==> src/rtl/core/kltu_pkg.sv <==
package kltu_pkg;

  localparam int unsigned FUNC_W   = 3;
  localparam int unsigned KEY_IN_W = 32;
  localparam int unsigned IDX_W    = 7;

  // All ones in the index field reads as -1.
  localparam logic [IDX_W-1:0] NO_INDEX = '1;

  typedef enum logic [FUNC_W-1:0] {
    OP_INSERT        = 3'd0,
    OP_INSERT_UNIQUE = 3'd1,
    OP_LOCATE        = 3'd2,
    OP_ZERO          = 3'd3,
    OP_REMOVE        = 3'd4,
    OP_TRUNCATE      = 3'd5,
    OP_RESET         = 3'd6
  } op_e;

  typedef enum logic [1:0] {
    S_IDLE = 2'b01,
    S_WALK = 2'b10
  } state_e;

endpackage

==> src/rtl/core/key_list_table_unit.sv <==
// Ordered key list with a fill length, held in a single-port-write RAM.
// Command channel: a transaction is taken at a rising edge with start_i high
// and busy_o low; func_i, key_i and new_length_i are sampled there.
// Result channel: valid_o is high for exactly one cycle with index_o,
// removed_count_o, overflow_o and length_o; the receiver cannot stall it.
// Insert, truncate, reset and the unused code finish without a walk: the result
// shows in the cycle after the transaction and busy_o stays low, so such
// commands may follow each other in every cycle.
// Locate, insert unique, zero and remove walk the stored entries through
// one RAM read port and one key comparator, one entry per cycle: busy_o is
// high while the walk runs, and the result shows as busy_o falls.
// Locate walks down from the top and stops at the first match.
// Reset clears the length; entries at or beyond the length are never read,
// so the RAM needs no clearing pass. An append to a full list is refused with
// overflow_o set and index_o at -1.
module key_list_table_unit
  import kltu_pkg::*;
#(
  parameter int unsigned DEPTH     = 64,
  parameter int unsigned KEY_WIDTH = 32
) (
  input  logic                clk_i,
  input  logic                rst_ni,
  input  logic                start_i,
  output logic                busy_o,
  input  logic [FUNC_W-1:0]   func_i,
  input  logic [KEY_IN_W-1:0] key_i,
  input  logic [IDX_W-1:0]    new_length_i,
  output logic                valid_o,
  output logic [IDX_W-1:0]    index_o,
  output logic [IDX_W-1:0]    removed_count_o,
  output logic                overflow_o,
  output logic [IDX_W-1:0]    length_o
);

  localparam int unsigned AW    = $clog2(DEPTH);
  localparam int unsigned CW    = $clog2(DEPTH + 1);
  localparam int unsigned CMP_W = (CW > IDX_W) ? CW : IDX_W;

  logic [KEY_WIDTH-1:0] mem [DEPTH];

  state_e               state_q, state_d;
  op_e                  op_q, op_d;
  logic [KEY_WIDTH-1:0] key_q, key_d;
  logic [CW-1:0]        count_q, count_d;
  logic [CW-1:0]        rem_q, rem_d;
  logic [AW-1:0]        raddr_q, raddr_d;
  logic [AW-1:0]        paddr_q;
  logic [KEY_WIDTH-1:0] rdata_q;
  logic                 pend_q, pend_d;
  logic [CW-1:0]        wr_q, wr_d;
  logic [CW-1:0]        rm_q, rm_d;
  logic                 valid_q, valid_d;
  logic [IDX_W-1:0]     index_q, index_d;
  logic [IDX_W-1:0]     removed_q, removed_d;
  logic                 ovf_q, ovf_d;
  logic [IDX_W-1:0]     len_q, len_d;

  logic                 re, we, finish, full, match, walk_down;
  logic [AW-1:0]        waddr;
  logic [KEY_WIDTH-1:0] wdata;
  logic [KEY_WIDTH-1:0] key_in;
  op_e                  op_in;

  assign key_in    = KEY_WIDTH'(key_i);
  assign op_in     = op_e'(func_i);
  assign full      = (count_q == CW'(DEPTH));
  assign match     = (rdata_q == key_q);
  assign walk_down = (op_q == OP_LOCATE) || (op_q == OP_INSERT_UNIQUE);

  always_comb begin
    state_d   = state_q;
    op_d      = op_q;
    key_d     = key_q;
    count_d   = count_q;
    rem_d     = rem_q;
    raddr_d   = raddr_q;
    wr_d      = wr_q;
    rm_d      = rm_q;
    valid_d   = 1'b0;
    index_d   = index_q;
    removed_d = removed_q;
    ovf_d     = ovf_q;
    len_d     = len_q;
    re        = 1'b0;
    we        = 1'b0;
    waddr     = AW'(count_q);
    wdata     = key_q;
    finish    = 1'b0;

    case (state_q)
      S_IDLE: begin
        if (start_i) begin
          op_d      = op_in;
          key_d     = key_in;
          rem_d     = count_q;
          wr_d      = '0;
          rm_d      = '0;
          index_d   = '0;
          removed_d = '0;
          ovf_d     = 1'b0;
          case (op_in)
            OP_INSERT: begin
              valid_d = 1'b1;
              if (full) begin
                ovf_d   = 1'b1;
                index_d = NO_INDEX;
              end else begin
                we      = 1'b1;
                wdata   = key_in;
                index_d = IDX_W'(count_q);
                count_d = count_q + 1'b1;
              end
            end
            OP_INSERT_UNIQUE, OP_LOCATE: begin
              raddr_d = AW'(count_q - 1'b1);
              state_d = S_WALK;
            end
            OP_ZERO, OP_REMOVE: begin
              raddr_d = '0;
              state_d = S_WALK;
            end
            OP_TRUNCATE: begin
              valid_d = 1'b1;
              if (CMP_W'(new_length_i) < CMP_W'(count_q)) begin
                count_d = CW'(new_length_i);
              end
            end
            OP_RESET: begin
              valid_d = 1'b1;
              count_d = '0;
            end
            default: begin
              valid_d = 1'b1;
            end
          endcase
        end
      end

      S_WALK: begin
        // Issue the next read while the previous entry is compared.
        if (rem_q != '0) begin
          re      = 1'b1;
          rem_d   = rem_q - 1'b1;
          raddr_d = walk_down ? (raddr_q - 1'b1) : (raddr_q + 1'b1);
        end
        case (op_q)
          OP_INSERT_UNIQUE, OP_LOCATE: begin
            if (pend_q && match) begin
              finish  = 1'b1;
              index_d = IDX_W'(paddr_q);
            end else if ((rem_q == '0) && !pend_q) begin
              finish  = 1'b1;
              index_d = NO_INDEX;
              if (op_q == OP_INSERT_UNIQUE) begin
                if (full) begin
                  ovf_d = 1'b1;
                end else begin
                  we      = 1'b1;
                  count_d = count_q + 1'b1;
                end
              end
            end
          end
          OP_ZERO: begin
            if (pend_q && match) begin
              we    = 1'b1;
              waddr = paddr_q;
              wdata = '0;
            end
            finish = (rem_q == '0) && !pend_q;
          end
          OP_REMOVE: begin
            // Keep non-matching entries packed at the write pointer.
            if (pend_q) begin
              if (match) begin
                rm_d = rm_q + 1'b1;
              end else begin
                we    = 1'b1;
                waddr = AW'(wr_q);
                wdata = rdata_q;
                wr_d  = wr_q + 1'b1;
              end
            end
            if ((rem_q == '0) && !pend_q) begin
              finish    = 1'b1;
              count_d   = wr_q;
              removed_d = IDX_W'(rm_q);
            end
          end
          default: begin
            finish = 1'b1;
          end
        endcase
        if (finish) begin
          state_d = S_IDLE;
          valid_d = 1'b1;
        end
      end

      default: begin
        state_d = S_IDLE;
      end
    endcase

    if (valid_d) begin
      len_d = IDX_W'(count_d);
    end
    // Drop reads in flight when the walk ends early.
    pend_d = re && !finish;
  end

  always_ff @(posedge clk_i or negedge rst_ni) begin
    if (!rst_ni) begin
      state_q <= S_IDLE;
      count_q <= '0;
      pend_q  <= 1'b0;
      valid_q <= 1'b0;
    end else begin
      state_q <= state_d;
      count_q <= count_d;
      pend_q  <= pend_d;
      valid_q <= valid_d;
    end
  end

  always_ff @(posedge clk_i) begin
    op_q      <= op_d;
    key_q     <= key_d;
    rem_q     <= rem_d;
    raddr_q   <= raddr_d;
    wr_q      <= wr_d;
    rm_q      <= rm_d;
    index_q   <= index_d;
    removed_q <= removed_d;
    ovf_q     <= ovf_d;
    len_q     <= len_d;
  end

  always_ff @(posedge clk_i) begin
    if (we) begin
      mem[waddr] <= wdata;
    end
    if (re) begin
      rdata_q <= mem[raddr_q];
      paddr_q <= raddr_q;
    end
  end

  assign busy_o          = (state_q != S_IDLE);
  assign valid_o         = valid_q;
  assign index_o         = index_q;
  assign removed_count_o = removed_q;
  assign overflow_o      = ovf_q;
  assign length_o        = len_q;

endmodule

==> config.mk <==
export PLATFORM = sky130hd
export DESIGN_NAME = key_list_table_unit
export DESIGN_NICKNAME = d
export VERILOG_FILES = /design/src/rtl/core/kltu_pkg.sv /design/src/rtl/core/key_list_table_unit.sv
export SDC_FILE = /design/constraint.sdc
export NUM_CORES = 2
export LEC_CHECK = 0
export ABC_AREA = 1
export BUFFER_PORTS_ARGS = -buffer_cell sky130_fd_sc_hd__buf_2
export CAP_MARGIN = 25
export CORE_MARGIN = 2
export CORE_UTILIZATION = 50
export DETAILED_ROUTE_END_ITERATION = 7
export PLACE_DENSITY = 0.66
export RECOVER_POWER = 50
export SLEW_MARGIN = 20
export SYNTH_ARGS = -nofsm -noshare
export SYNTH_HDL_FRONTEND = slang
export SYNTH_SLANG_ARGS = --single-unit
==> constraint.sdc <==
create_clock -name clk_i -period 7 [get_ports clk_i]
set_input_delay 0.7 -clock clk_i [delete_from_list [all_inputs] [get_ports clk_i]]
set_output_delay 0.7 -clock clk_i [all_outputs]
set_load 0.005 [all_outputs]
==> PnR_summary.wiki <==
{| class="wikitable"
! Metric !! Value
|-
| Outcome || complete, but fails checks
|-
| Violations in the final reports || max-capacitance violations, max-slew violations
|-
| Starting density of the core || 50.31%
|-
| Worst slew margin relative to its limit || -103.5%
|-
| Unrepaired setup endpoints after global routing || no
|-
| Remaining DRCs || 0
|-
| RD Place Congestion || 0.9336
|-
| Worst Hold End || key_q[21]
|-
| Clk pin slew, worst setup/hold paths || 0.06 ns
|-
| Launch instance of the worst min-delay path || key_i[21]
|-
| Synth warn || 0
|-
| Register area || 65440 um2
|-
| Hold Crit Depth || 1
|-
| Fraction of synthesized cell area taken by the top area cell type || 73.54%
|-
| Syn Area/Cell || 12.52 um2
|-
| Num Clock Sinks || 2181
|-
| Number of setup violations in the final report || 0
|-
| Cell row count || 154
|-
| Number of placed I/O pins || 69
|-
| R2R depth || 5
|-
| Critical path startpoint || raddr_q[4]
|-
| Horizontal die dimension || 425.0 um
|-
| Number of inserted filler cells in the final layout || 14072
|-
| Worst EP arrival || 6.33 ns
|-
| WP data required || 7.48 ns
|-
| Path category of the worst min-delay check || in2reg
|-
| Source of the worst register-to-register timing path || raddr_q[4]
|-
| Cell area after layout || 99330 um2
|-
| Number of design-rule violations left by the first detailed-router iteration || 9846
|-
| Post-Route Setup TNS || 0 ns
|-
| Via count of the first global-routing pass || 55969
|-
| Later-pin clock latency in the skew report || 0.88 ns
|-
| Type of the setup path with the least slack || reg2reg
|-
| Total half-perimeter wirelength after legalization and detailed placement || 150500 um
|-
| Mean number of vias per cell || 6.292
|-
| CTS tree || yes
|-
| First-pass GRT wire length || 383300 um
|-
| Total grt overflow || 0
|-
| CTS Root Cell || sky130_fd_sc_hd__clkbuf_16
|-
| Achievable Freq || 0.1709 GHz
|-
| Final Cycle Share || 83.58%
|-
| IO buf count || 68
|-
| Final routed wirelength across all metal layers || 263000 um
|-
| Worst-Margin Slew || 3.053 ns
|-
| Number of max-capacitance violations reported || 25
|-
| Main flop type after synthesis || sky130_fd_sc_hd__edfxtp_1
|-
| Placed instance count || 9175
|-
| Flops & latches, synth || 2181
|-
| Static Leak || 0.03193 uW
|-
| Maximum number of pins on one net before global-route repair || 190
|-
| Final hold violation count || 0
|-
| Max-slew violations || 856
|-
| Area delta synth->final || 12.10%
|-
| Y dimension of the die || 425.0 um
|-
| Area inside the core boundary || 176100 um2
|-
| Final standard cell count with taps included and fillers excluded || 9599
|-
| Worst Setup End Kind || flip-flop
|-
| Maximum VDD drop || 0.6451 mV
|-
| Number of enable-type register cells in the synthesized netlist || 2170
|-
| Areal power density over the cells || 516.7 nW/um2
|-
| Instance area after placement || 92980 um2
|-
| Worst setup SP type || flip-flop
|-
| Area used by multi-input combinational logic || 20970 um2
|-
| Syn Inst Count || 7079
|-
| Post-synth cell types || 53
|-
| Sequential fraction of the synthesis area || 73.86%
|-
| Maximum number of buffers from clock root to sink || 3
|-
| Number of clock buffers inserted by TritonCTS || 211
|-
| Maximum level of the CTS H-tree || 4
|-
| Utilization of the core after routing || 56.40%
|-
| Fraction of registers with async set or reset after synthesis || 0.5044%
|-
| Post-CTS Setup Repair Bufs || 0
|-
| Crit Path Max Fanout || 70
|-
| Leading post-synthesis cells by cell area || sky130_fd_sc_hd__edfxtp_1, sky130_fd_sc_hd__o21ai_0, sky130_fd_sc_hd__nor2_1
|-
| Final #Nets || 7134
|-
| Final min period || 5.851 ns
|-
| Die ar. || 180600 um2
|-
| Number of nets in the synthesized netlist || 7144
|-
| Drt wl/cell || 27.40 um
|-
| Detailed-route via count || 60394
|-
| Total global-route track usage || 28.69%
|-
| Synth Cell Area || 88600 um2
|-
| Number of antenna violations at the first check in global routing || 15
|-
| Share of cells above drive strength 1 || 8.453%
|-
| Detailed-router iteration count before antenna repair || 6
|-
| Post-route worst hold slack || 0.09156 ns
|-
| Capturing point of the worst reg2reg path || rdata_q[0]
|-
| Worst setup skew after layout || 0.05471 ns
|-
| Detail Route Antenna Nets || 0
|-
| Largest area contributor in the netlist || sky130_fd_sc_hd__edfxtp_1
|-
| Slack of the worst reg-to-reg path || 1.15 ns
|}
-- cell usage after synthesis, types with 7 or more instances --
master and number:
sky130_fd_sc_hd__buf_4 16, sky130_fd_sc_hd__nor3_1 12, sky130_fd_sc_hd__nand2_2 14, sky130_fd_sc_hd__inv_1 139
sky130_fd_sc_hd__buf_2 132, sky130_fd_sc_hd__o21ai_1 20, sky130_fd_sc_hd__clkbuf_1 324, sky130_fd_sc_hd__o32ai_1 23
sky130_fd_sc_hd__inv_2 21, sky130_fd_sc_hd__o21ai_0 1351, sky130_fd_sc_hd__xnor2_1 9, sky130_fd_sc_hd__nand2_4 12
sky130_fd_sc_hd__buf_1 12, sky130_fd_sc_hd__nor2_2 9, sky130_fd_sc_hd__nand4_1 11, sky130_fd_sc_hd__a31oi_1 28
sky130_fd_sc_hd__o22ai_1 629, sky130_fd_sc_hd__clkinv_1 7, sky130_fd_sc_hd__xor2_1 12, sky130_fd_sc_hd__edfxtp_1 2170
sky130_fd_sc_hd__nand3_1 67, sky130_fd_sc_hd__nor2_1 1491, sky130_fd_sc_hd__a21oi_1 79, sky130_fd_sc_hd__dfrtp_1 10
sky130_fd_sc_hd__nand3_2 10, sky130_fd_sc_hd__nand2_1 387, sky130_fd_sc_hd__o221ai_1 13, sky130_fd_sc_hd__ha_1 19
-- area by class of cell --
cell class / instances / area share [%]
Antenna cell: 7 / 0.01764
Clock buffer: 256 / 5.486
Clock inverter: 140 / 1.216
Inverter: 169 / 0.6676
Multi-Input combinational cell: 4243 / 21.11
Sequential cell: 2181 / 65.88
Tap cell: 2340 / 2.948
Timing Repair Buffer: 263 / 2.677
-- power by group --
group | switching, uW | internal (uW) | leakage, uW
Clock | 4950 | 6140 | 0.00325
Sequential | 270 | 19200 | 0.0197
Combinational | 16600 | 4200 | 0.00899
-- registers in the layout, indices dropped and copies added (netlist names), 6 cells and up --
signal / cells
index_o: 7
mem: 2048
paddr_q: 6
rm_q: 7
key_q: 32
raddr_q: 6
rem_q: 7
removed_count_o: 7
count_q: 7
length_o: 7
rdata_q: 32
wr_q: 7
-- cells in the final DEF (no fill, tap or decap), types with 10 or more instances in the layout --
cell type,instances
sky130_fd_sc_hd__edfxtp_1,2170
sky130_fd_sc_hd__nor2_1,1449
sky130_fd_sc_hd__o21ai_0,1345
sky130_fd_sc_hd__o22ai_1,629
sky130_fd_sc_hd__nand2_1,393
sky130_fd_sc_hd__clkbuf_16,211
sky130_fd_sc_hd__inv_1,135
sky130_fd_sc_hd__clkbuf_1,116
sky130_fd_sc_hd__buf_4,88
sky130_fd_sc_hd__a21oi_1,79
sky130_fd_sc_hd__clkinv_1,72
sky130_fd_sc_hd__nand3_1,68
sky130_fd_sc_hd__buf_12,57
sky130_fd_sc_hd__nor2_4,50
sky130_fd_sc_hd__clkinv_2,38
sky130_fd_sc_hd__o32ai_1,23
sky130_fd_sc_hd__inv_2,20
sky130_fd_sc_hd__a31oi_1,20
sky130_fd_sc_hd__ha_1,19
sky130_fd_sc_hd__buf_2,17
sky130_fd_sc_hd__bufinv_16,16
sky130_fd_sc_hd__o21ai_1,14
sky130_fd_sc_hd__buf_16,14
sky130_fd_sc_hd__o221ai_1,13
sky130_fd_sc_hd__xor2_1,12
sky130_fd_sc_hd__nand2_2,12
sky130_fd_sc_hd__o21ai_4,12
sky130_fd_sc_hd__nor3_1,12
sky130_fd_sc_hd__nand4_1,11
sky130_fd_sc_hd__dfrtp_1,10
-- how the worst max path moves through the flow --
stage	to	slack, ns	cells after the start
2_1_floorplan	mem[0][10]	1.95	10
3_3_place_gp	mem[20][25]	2.74	16
3_5_place_dp	mem[22][13]	2.67	16
4_1_cts	mem[21][6]	2.62	16
5_1_grt	mem[48][1]	1.22	18
6_report	rdata_q[0]	1.15	5
-- critical path: stages (launching register included) --
cell                       delay [ns]
sky130_fd_sc_hd__edfxtp_1        0.32
sky130_fd_sc_hd__clkbuf_1        2.12
sky130_fd_sc_hd__clkinv_1        0.27
sky130_fd_sc_hd__clkbuf_2        1.01
sky130_fd_sc_hd__o21ai_0         1.19
sky130_fd_sc_hd__o22ai_1         0.44
-- timing repair --
item / in CTS / in global routing
endpoints found under the setup margin: 0 / 0
hold endpoints to repair: 18 / 0
resized for setup: 0 / 0
hold buffers: 8 / 0
-- layer usage --
layer	vias up	track usage, %	wire [um]
met4	2	10.99	10450
met2	3923	42.53	116900
met3	478	5.816	31760
met1	29865	41.94	103900
li1	26126	-	-
met5	-	0	11
-- through the flow --
stage               setup WS (ns)  power [uW]
detailed placement          2.670       40040
global route                1.219       52970
CTS                         2.619       50980
finish                      1.149       51320
global placement            2.736       39620
floorplan                   1.948       30640
-- cells by family after synthesis --
| logic type | count (synthesis) | synth area share [%] |
|---|---|---|
| xor gates and xnor gates | 22 | 0.2259 |
| DFF | 2181 | 73.86 |
| adders and majority gates | 20 | 0.2909 |
| AOI/OAI and AO/OA | 2166 | 13.41 |
| buffers and inverters | 655 | 3.043 |
| and+or+nand+nor | 2035 | 9.172 |
Power figures use the tool's default switching activity.
